**src/hw/rtl/lcbb_pkg.sv**
```systemverilog
package lcbb_pkg;

   localparam int KEY_W    = 64;
   localparam int SIZE_W   = 17;
   localparam int BYTES_W  = 24;
   localparam int SLOT_W   = 4;
   localparam int CSR_IDX_W = 1;
   localparam int CSR_DATA_W = 24;

   localparam logic [BYTES_W-1:0] BYTE_BUDGET_RST = 24'd10490000;
   localparam logic [SIZE_W-1:0]  MAX_OBJECT_RST  = 17'd102400;

   localparam logic [CSR_IDX_W-1:0] CSR_BYTE_BUDGET = 1'd0;
   localparam logic [CSR_IDX_W-1:0] CSR_MAX_OBJECT  = 1'd1;

   typedef enum logic {
      OP_LOOKUP = 1'b0,
      OP_INSERT = 1'b1
   } op_type;

   typedef enum logic [2:0] {
      KIND_MISS     = 3'd0,
      KIND_HIT      = 3'd1,
      KIND_EVICTED  = 3'd2,
      KIND_PLACED   = 3'd3,
      KIND_REJECTED = 3'd4
   } kind_type;

   typedef enum logic [3:0] {
      ST_IDLE,
      ST_INS,
      ST_SCAN,
      ST_HIT,
      ST_TOUCH,
      ST_MISS,
      ST_REJECT,
      ST_EVICT,
      ST_DECR,
      ST_PLACE
   } fsm_type;

   typedef struct packed {
      op_type              op;
      logic [KEY_W-1:0]    key;
      logic [SIZE_W-1:0]   obj_bytes;
   } req_type;

   typedef struct packed {
      kind_type            kind;
      logic [SLOT_W-1:0]   slot;
      logic [SIZE_W-1:0]   size_out;
      logic                last;
   } rsp_type;

   typedef struct packed {
      logic [KEY_W-1:0]    key;
      logic [SIZE_W-1:0]   size;
   } ent_type;

endpackage

```
**src/hw/rtl/lru_cache_with_byte_budget.sv**
```systemverilog
// Fully associative LRU object table of ENTRIES slots (key, size, recency rank) held in two
// synchronous RAMs (key/size and rank) with a valid bit per slot in flops, plus a running byte
// total and entry count. Requests are handled one at a time by a sequencer that walks the RAMs
// one slot per cycle. A lookup runs a match walk and a result step, and on a hit then a rank
// update walk. An insert that fits in a free slot goes straight to its result, as does a
// rejected one; each eviction adds a min-rank walk, a result and a rank decrement walk.
// Result steps wait on rsp_ready. The result register lets the last result wait on rsp_ready
// while the next request is accepted. Configuration writes are taken in any cycle and must
// only be issued while the block is idle.
module lru_cache_with_byte_budget #(
   parameter int ENTRIES = 12
) (
   input  logic                                clock,
   input  logic                                reset,
   input  logic                                req_valid,
   output logic                                req_ready,
   input  lcbb_pkg::req_type                   req_data,
   output logic                                rsp_valid,
   input  logic                                rsp_ready,
   output lcbb_pkg::rsp_type                   rsp_data,
   input  logic                                csr_valid,
   output logic                                csr_ready,
   input  logic [lcbb_pkg::CSR_IDX_W-1:0]      csr_index,
   input  logic [lcbb_pkg::CSR_DATA_W-1:0]     csr_wdata
);

   localparam int IW = $clog2(ENTRIES);
   localparam int CW = $clog2(ENTRIES + 1);
   localparam logic [IW-1:0] LAST_IDX = IW'(ENTRIES - 1);

   lcbb_pkg::fsm_type state_ff, state_in;
   lcbb_pkg::req_type req_ff, req_in;
   lcbb_pkg::rsp_type rsp_ff, rsp_in;
   logic rsp_valid_ff, rsp_valid_in;

   logic [IW-1:0] scan_ff, scan_in;
   logic issue_ff, issue_in;
   logic proc_ff, proc_in;
   logic [IW-1:0] proc_idx_ff, proc_idx_in;

   logic found_ff, found_in;
   logic [IW-1:0] best_slot_ff, best_slot_in;
   logic [IW-1:0] best_rank_ff, best_rank_in;
   logic [lcbb_pkg::SIZE_W-1:0] best_size_ff, best_size_in;
   logic [IW-1:0] place_slot_ff, place_slot_in;

   logic [ENTRIES-1:0] valid_ff, valid_in;
   logic [lcbb_pkg::BYTES_W-1:0] bytes_ff, bytes_in;
   logic [CW-1:0] held_ff, held_in;
   logic [CW-1:0] evict_cnt_ff, evict_cnt_in;

   logic [lcbb_pkg::BYTES_W-1:0] budget_ff, budget_in;
   logic [lcbb_pkg::SIZE_W-1:0] max_obj_ff, max_obj_in;

   lcbb_pkg::ent_type ent_mem [ENTRIES];
   logic [IW-1:0] rank_mem [ENTRIES];
   lcbb_pkg::ent_type ent_rd_ff;
   logic [IW-1:0] rank_rd_ff;

   logic ent_we;
   logic rank_we;
   logic [IW-1:0] rank_waddr;
   logic [IW-1:0] rank_wdata;

   logic out_free;
   logic pass_done;
   logic cur_valid;
   logic any_free;
   logic [IW-1:0] free_slot;
   logic reject;
   logic fits;
   logic need_more;
   logic [lcbb_pkg::BYTES_W:0] sum_bytes;

   assign out_free  = !rsp_valid_ff || rsp_ready;
   assign pass_done = proc_ff && (proc_idx_ff == LAST_IDX);
   assign cur_valid = valid_ff[proc_idx_ff];
   assign sum_bytes = {1'b0, bytes_ff} + (lcbb_pkg::BYTES_W + 1)'(req_ff.obj_bytes);
   assign fits      = (sum_bytes <= {1'b0, budget_ff}) && (held_ff < CW'(ENTRIES));
   assign need_more = (sum_bytes > {1'b0, budget_ff}) && (evict_cnt_ff < CW'(ENTRIES));
   assign reject    = (req_ff.obj_bytes > max_obj_ff)
                   || (lcbb_pkg::BYTES_W'(req_ff.obj_bytes) > budget_ff);

   always_comb begin
      any_free  = 1'b0;
      free_slot = '0;
      for (int i = ENTRIES - 1; i >= 0; i--) begin
         if (!valid_ff[i]) begin
            any_free  = 1'b1;
            free_slot = IW'(i);
         end
      end
   end

   // match or min-rank search; found flag cleared outside the scan
   always_comb begin
      found_in     = 1'b0;
      best_slot_in = best_slot_ff;
      best_rank_in = best_rank_ff;
      best_size_in = best_size_ff;
      if (state_ff == lcbb_pkg::ST_SCAN) begin
         found_in = found_ff;
         if (proc_ff && cur_valid) begin
            if (req_ff.op == lcbb_pkg::OP_LOOKUP) begin
               if (ent_rd_ff.key == req_ff.key) begin
                  found_in     = 1'b1;
                  best_slot_in = proc_idx_ff;
                  best_rank_in = rank_rd_ff;
                  best_size_in = ent_rd_ff.size;
               end
            end else if (!found_ff || rank_rd_ff < best_rank_ff) begin
               found_in     = 1'b1;
               best_slot_in = proc_idx_ff;
               best_rank_in = rank_rd_ff;
               best_size_in = ent_rd_ff.size;
            end
         end
      end
   end

   always_comb begin
      state_in = state_ff;
      case (state_ff)
         lcbb_pkg::ST_IDLE: begin
            if (req_valid) begin
               state_in = (req_data.op == lcbb_pkg::OP_INSERT) ? lcbb_pkg::ST_INS
                                                                : lcbb_pkg::ST_SCAN;
            end
         end
         lcbb_pkg::ST_INS: begin
            if (reject) begin
               state_in = lcbb_pkg::ST_REJECT;
            end else if (fits && any_free) begin
               state_in = lcbb_pkg::ST_PLACE;
            end else begin
               state_in = lcbb_pkg::ST_SCAN;
            end
         end
         lcbb_pkg::ST_SCAN: begin
            if (pass_done) begin
               if (req_ff.op == lcbb_pkg::OP_LOOKUP) begin
                  state_in = found_in ? lcbb_pkg::ST_HIT : lcbb_pkg::ST_MISS;
               end else if (found_in) begin
                  state_in = lcbb_pkg::ST_EVICT;
               end else begin
                  state_in = (evict_cnt_ff != '0) ? lcbb_pkg::ST_PLACE : lcbb_pkg::ST_REJECT;
               end
            end
         end
         lcbb_pkg::ST_HIT: begin
            if (out_free) state_in = lcbb_pkg::ST_TOUCH;
         end
         lcbb_pkg::ST_TOUCH: begin
            if (pass_done) state_in = lcbb_pkg::ST_IDLE;
         end
         lcbb_pkg::ST_MISS, lcbb_pkg::ST_REJECT, lcbb_pkg::ST_PLACE: begin
            if (out_free) state_in = lcbb_pkg::ST_IDLE;
         end
         lcbb_pkg::ST_EVICT: begin
            if (out_free) state_in = lcbb_pkg::ST_DECR;
         end
         lcbb_pkg::ST_DECR: begin
            if (pass_done) state_in = need_more ? lcbb_pkg::ST_SCAN : lcbb_pkg::ST_PLACE;
         end
         default: state_in = lcbb_pkg::ST_IDLE;
      endcase
   end

   always_comb begin
      req_in        = req_ff;
      rsp_valid_in  = rsp_valid_ff && !rsp_ready;
      rsp_in        = rsp_ff;
      scan_in       = scan_ff;
      issue_in      = 1'b0;
      proc_in       = 1'b0;
      proc_idx_in   = scan_ff;
      place_slot_in = place_slot_ff;
      valid_in      = valid_ff;
      bytes_in      = bytes_ff;
      held_in       = held_ff;
      evict_cnt_in  = evict_cnt_ff;
      budget_in     = budget_ff;
      max_obj_in    = max_obj_ff;
      ent_we        = 1'b0;
      rank_we       = 1'b0;
      rank_waddr    = proc_idx_ff;
      rank_wdata    = rank_rd_ff - 1'b1;
      req_ready     = (state_ff == lcbb_pkg::ST_IDLE);
      csr_ready     = 1'b1;

      if (csr_valid) begin
         case (csr_index)
            lcbb_pkg::CSR_BYTE_BUDGET: budget_in = csr_wdata;
            lcbb_pkg::CSR_MAX_OBJECT:  max_obj_in = csr_wdata[lcbb_pkg::SIZE_W-1:0];
            default: ;
         endcase
      end

      // table walk: one read issued per cycle, processed in the cycle after it is issued
      if (state_ff inside {lcbb_pkg::ST_SCAN, lcbb_pkg::ST_DECR, lcbb_pkg::ST_TOUCH}) begin
         proc_in  = issue_ff;
         issue_in = issue_ff && (scan_ff != LAST_IDX);
         if (issue_ff && scan_ff != LAST_IDX) scan_in = scan_ff + 1'b1;
      end

      case (state_ff)
         lcbb_pkg::ST_IDLE: begin
            if (req_valid) begin
               req_in       = req_data;
               evict_cnt_in = '0;
            end
         end
         lcbb_pkg::ST_INS: begin
            place_slot_in = free_slot;
         end
         lcbb_pkg::ST_HIT: begin
            if (out_free) begin
               rsp_valid_in = 1'b1;
               rsp_in = '{kind: lcbb_pkg::KIND_HIT,
                          slot: lcbb_pkg::SLOT_W'(best_slot_ff),
                          size_out: best_size_ff, last: 1'b1};
            end
         end
         lcbb_pkg::ST_TOUCH: begin
            if (proc_ff) begin
               if (proc_idx_ff == best_slot_ff) begin
                  rank_we    = 1'b1;
                  rank_wdata = IW'(held_ff - 1'b1);
               end else if (cur_valid && rank_rd_ff > best_rank_ff) begin
                  rank_we = 1'b1;
               end
            end
         end
         lcbb_pkg::ST_MISS, lcbb_pkg::ST_REJECT: begin
            if (out_free) begin
               rsp_valid_in = 1'b1;
               rsp_in = '{kind: (state_ff == lcbb_pkg::ST_MISS) ? lcbb_pkg::KIND_MISS
                                                                : lcbb_pkg::KIND_REJECTED,
                          slot: '0, size_out: '0, last: 1'b1};
            end
         end
         lcbb_pkg::ST_EVICT: begin
            if (out_free) begin
               rsp_valid_in = 1'b1;
               rsp_in = '{kind: lcbb_pkg::KIND_EVICTED,
                          slot: lcbb_pkg::SLOT_W'(best_slot_ff),
                          size_out: best_size_ff, last: 1'b0};
               valid_in[best_slot_ff] = 1'b0;
               bytes_in      = bytes_ff - lcbb_pkg::BYTES_W'(best_size_ff);
               if (held_ff != '0) held_in = held_ff - 1'b1;
               evict_cnt_in  = evict_cnt_ff + 1'b1;
               place_slot_in = best_slot_ff;
            end
         end
         lcbb_pkg::ST_DECR: begin
            if (proc_ff && cur_valid && rank_rd_ff > best_rank_ff) rank_we = 1'b1;
         end
         lcbb_pkg::ST_PLACE: begin
            if (out_free) begin
               rsp_valid_in = 1'b1;
               rsp_in = '{kind: lcbb_pkg::KIND_PLACED,
                          slot: lcbb_pkg::SLOT_W'(place_slot_ff),
                          size_out: '0, last: 1'b1};
               valid_in[place_slot_ff] = 1'b1;
               bytes_in   = bytes_ff + lcbb_pkg::BYTES_W'(req_ff.obj_bytes);
               held_in    = held_ff + 1'b1;
               ent_we     = 1'b1;
               rank_we    = 1'b1;
               rank_waddr = place_slot_ff;
               rank_wdata = held_ff[IW-1:0];
            end
         end
         default: ;
      endcase

      if (state_in != state_ff
          && (state_in inside {lcbb_pkg::ST_SCAN, lcbb_pkg::ST_DECR, lcbb_pkg::ST_TOUCH})) begin
         scan_in  = '0;
         issue_in = 1'b1;
         proc_in  = 1'b0;
      end
   end

   always_ff @(posedge clock) begin
      if (ent_we) ent_mem[place_slot_ff] <= '{key: req_ff.key, size: req_ff.obj_bytes};
      if (rank_we) rank_mem[rank_waddr] <= rank_wdata;
      ent_rd_ff  <= ent_mem[scan_ff];
      rank_rd_ff <= rank_mem[scan_ff];
   end

   always_ff @(posedge clock) begin
      if (reset) begin
         state_ff     <= lcbb_pkg::ST_IDLE;
         rsp_valid_ff <= 1'b0;
         issue_ff     <= 1'b0;
         proc_ff      <= 1'b0;
         found_ff     <= 1'b0;
         valid_ff     <= '0;
         bytes_ff     <= '0;
         held_ff      <= '0;
         evict_cnt_ff <= '0;
         budget_ff    <= lcbb_pkg::BYTE_BUDGET_RST;
         max_obj_ff   <= lcbb_pkg::MAX_OBJECT_RST;
      end else begin
         state_ff     <= state_in;
         rsp_valid_ff <= rsp_valid_in;
         issue_ff     <= issue_in;
         proc_ff      <= proc_in;
         found_ff     <= found_in;
         valid_ff     <= valid_in;
         bytes_ff     <= bytes_in;
         held_ff      <= held_in;
         evict_cnt_ff <= evict_cnt_in;
         budget_ff    <= budget_in;
         max_obj_ff   <= max_obj_in;
      end
   end

   always_ff @(posedge clock) begin
      req_ff        <= req_in;
      rsp_ff        <= rsp_in;
      scan_ff       <= scan_in;
      proc_idx_ff   <= proc_idx_in;
      best_slot_ff  <= best_slot_in;
      best_rank_ff  <= best_rank_in;
      best_size_ff  <= best_size_in;
      place_slot_ff <= place_slot_in;
   end

   assign rsp_valid = rsp_valid_ff;
   assign rsp_data  = rsp_ff;

endmodule

```
**config.mk**
```make
export PLATFORM = sky130hd
export DESIGN_NAME = lru_cache_with_byte_budget
export DESIGN_NICKNAME = d
export VERILOG_FILES = /design/src/hw/rtl/lcbb_pkg.sv /design/src/hw/rtl/lru_cache_with_byte_budget.sv
export SDC_FILE = /design/constraint.sdc
export NUM_CORES = 2
export LEC_CHECK = 0
export ABC_AREA = 1
export BUFFER_PORTS_ARGS = -buffer_cell sky130_fd_sc_hd__buf_2
export CAP_MARGIN = 25
export CELL_PAD_IN_SITES_DETAIL_PLACEMENT = 0
export CELL_PAD_IN_SITES_GLOBAL_PLACEMENT = 1
export CORE_ASPECT_RATIO = 0.9
export CORE_UTILIZATION = 46
export DETAILED_ROUTE_END_ITERATION = 8
export HOLD_SLACK_MARGIN = 0.03
export PLACE_DENSITY_LB_ADDON = 0.1
export REMOVE_ABC_BUFFERS = 1
export SYNTH_ARGS = -nofsm -noshare
export SYNTH_HDL_FRONTEND = slang
export SYNTH_SLANG_ARGS = --single-unit
```
**constraint.sdc**
```tcl
create_clock -name clock -period 10.3 [get_ports clock]
set_input_delay 1.03 -clock clock [delete_from_list [all_inputs] [get_ports clock]]
set_output_delay 1.03 -clock clock [all_outputs]
set_load 0.005 [all_outputs]
```
==> flow_summary.yaml <==
clock_tree:
  cts_setup_buffers: 0
  cts_buffers: 144
  cts-root-buf: "clkbuf_16"
  clk_pin_slew_worst_paths_ns: 0.06
  cts_resized: 0
  ctsLongestPathBuffers: 3
  clk_latency_ns: 0.77
  cts_num_sinks: 1342
  tritoncts: "yes"
  cts_hold_buf: 0
  cts.htree.levels: 4
logic_synthesis:
  synthCells: 4753
  netlist_area_mm2: 0.0564
  yosysSeqAreaShare_pct: 68.2
  syn_area_per_cell_um2: 11.9
  synth_edf_count: 1156
  yosysWarnings: 0
  ys_seq_elements: 1342
  async_reset_ff_share_pct: 0
  yosysUniqueCellTypes: 63
  ys.flop_type: "edfxtp_1"
hold_path:
  min_path_type: "flop to flop"
critical_path:
  crit_slowest_cell: "edfxtp_1"
  crit_start: "req_ff[2]"
  r2r_setup_slack_ns: 5.20
  cp.required_ns: 10.95
  worstReg2RegEnd: "proc_idx_in[1]"
  cp_common_cell: "nand2_1"
  cp.arrival_ns: 5.75
  crit_end: "proc_idx_in[1]"
  path_class: "flop to flop"
  max_stage_delay_ns: 0.61
  cp_max_fo: 16
  start_kind: "flop"
  cp-end-kind: "flop"
  worstReg2RegStart: "req_ff[2]"
  r2r_cells: 32
sta:
  rsz0062_at_grt: "no"
  setup_tns_ns: 0
  drv_slew: 0
  period_share_pct: 49.5
  tightest_slew_ns: 1.16
  min_period_ns: 5.10
  relSlewSlack_pct: 22.6
  finalHoldViolCount: 0
  setup_violations: 0
  max_freq_ghz: 0.196
  fin_worst_skew_ns: 0.0218
final_layout:
  drive_gt1_share_pct: 9.55
  final_common_cell: "edfxtp_1"
  final_nets: 5094
  fin_cells: 6594
  area_growth_pct: 12.4
  mostFrequentLayoutCells: "1156 x edfxtp_1, 641 x inv_1, 577 x o21ai_0, 506 x nand2_1, 443 x a21oi_1"
power_and_ir_drop:
  vdd_drop_max_v: 0.000182
  leakage_nw: 23.1
  p_per_area_mw_per_mm2: 221
floorplan:
  dieArea_mm2: 0.124
  core.rowCount: 121
  io_pins: 140
  die_h_um: 334
  core_mm2: 0.121
  fp.dieW_um: 371
  initial_core_util_pct: 46.5
placement:
  port_buffers: 138
  place.gp.congestion: 0.855
  dp_cells: 6317
  hpwl_mm: 76.0
detailed_routing:
  dr.pass1.iters: 6
  ant_nets: 0
  totalWireLength_mm: 137
  initialDrtViolationCount: 2629
  vias: 34830
  drc: 0
  routed_via_density: 5.28
  detail_route.wl_per_cell_um: 20.8
global_routing:
  grt_usage_pct: 22.2
  grt_pass1_wl_mm: 207
  grt_max_degree: 227
  grt_overflow: 0
  grt_pass1_vias: 33069
  antenna_found_initial: 3
job:
  drv_cap: 0
outcome:
  status: "finished clean"
-- stage by stage --
step / instance area [µm²] / hold WS [ns] / setup WS (ns) / power (mW) / utilization [%]
6_report: 63400 / 0.402 / 5.20 / 14.0 / 52.3
5_1_grt: 63400 / 0.389 / 4.73 / 14.7 / 52.3
4_1_cts: 63300 / 0.371 / 5.24 / 14.1 / 52.2
3_5_place_dp: 58700 / 0.390 / 5.26 / 9.10 / 48.4
3_3_place_gp: 58700 / 0.387 / 5.33 / 9.08 / 48.4
2_1_floorplan: 55500 / 0.386 / -7.92 / 9.12 / -
-- synth_stat cells (68+ instances only) --
cell / number / share of area, %
nand3_1: 68 / 0.60
mux2i_1: 157 / 2.8
o21ai_0: 577 / 5.1
inv_1: 646 / 4.3
clkbuf_1: 156 / 1.0
edfxtp_1: 1156 / 62
dfxtp_1: 186 / 6.6
o211ai_1: 152 / 2.0
a21oi_1: 443 / 3.9
ha_1: 110 / 2.4
nor2_1: 181 / 1.2
nand2_1: 506 / 3.4
-- registers in the layout, summed over array words and instances, names as in the netlist, 4 cells and up --
register,cells
best_rank_ff,4
best_size_ff,17
best_slot_ff,4
budget_ff,24
bytes_ff,24
ent_mem,972
ent_rd_ff,81
evict_cnt_ff,4
held_ff,4
max_obj_ff,17
place_slot_ff,4
proc_idx_ff,4
proc_idx_in,4
rank_mem,48
rank_rd_ff,4
req_ff,82
rsp_data,25
state_ff,4
valid_ff,12
-- cell families after synthesis --
kind of cell | count (synthesis) | share of synthesized area [%]
and+or+nand+nor | 849 | 6.28
other | 1 | 0.00665
xor gates and xnor gates | 58 | 0.901
adders and majority gates | 112 | 2.51
buffers and inverters | 884 | 6.00
muxes | 157 | 2.79
AOI/OAI and AO/OA | 1350 | 13.4
DFF | 1342 | 68.2
-- worst max-delay path: cells and delay by family (launching register included) --
family,cells,cell delay (ns)
buffers and inverters,1,0.08
AOI/OAI and AO/OA,9,1.63
adders and majority gates,2,0.76
and+or+nand+nor,20,1.91
DFF,1,0.61
-- worst min path at each step --
stage | depth (start not counted) | start | endpoint | slack, ns
floorplan | 0 | ent_rd_ff[0] | best_size_ff[0] | 0.39
global placement | 0 | ent_rd_ff[2] | best_size_ff[2] | 0.39
detailed placement | 0 | ent_rd_ff[6] | best_size_ff[6] | 0.39
CTS | 1 | req_data[23] | req_ff[23] | 0.37
global route | 1 | req_data[69] | req_ff[69] | 0.39
finish | 0 | ent_rd_ff[12] | best_size_ff[12] | 0.40
-- layout make-up --
type	instances	area (µm²)
Clock inverter	65	549
Timing Repair Buffer	196	1220
Tap cell	1599	2000
Fill cell	10436	57900
Antenna cell	1	2.50
Clock buffer	205	4060
Multi-Input combinational cell	2527	14600
Inverter	659	2500
Sequential cell	1342	38500
-- layer usage --
metal / vias up / routed length (µm) / GRT usage [%]
met3: 184 / 6050 / 3.40
met4: 4 / 2520 / 5.49
met5: - / 27 / 0
met2: 687 / 63100 / 34.8
li1: 17105 / - / -
met1: 16850 / 65600 / 32.4
-- power by group --
group | leakage (nW) | switching, mW | internal, mW
Clock | 2.25 | 2.11 | 2.91
Combinational | 8.87 | 1.40 | 0.750
Sequential | 12.0 | 0.383 | 6.45
Total | 23.1 | 3.90 | 10.1
(Power assumes the default switching activity.)
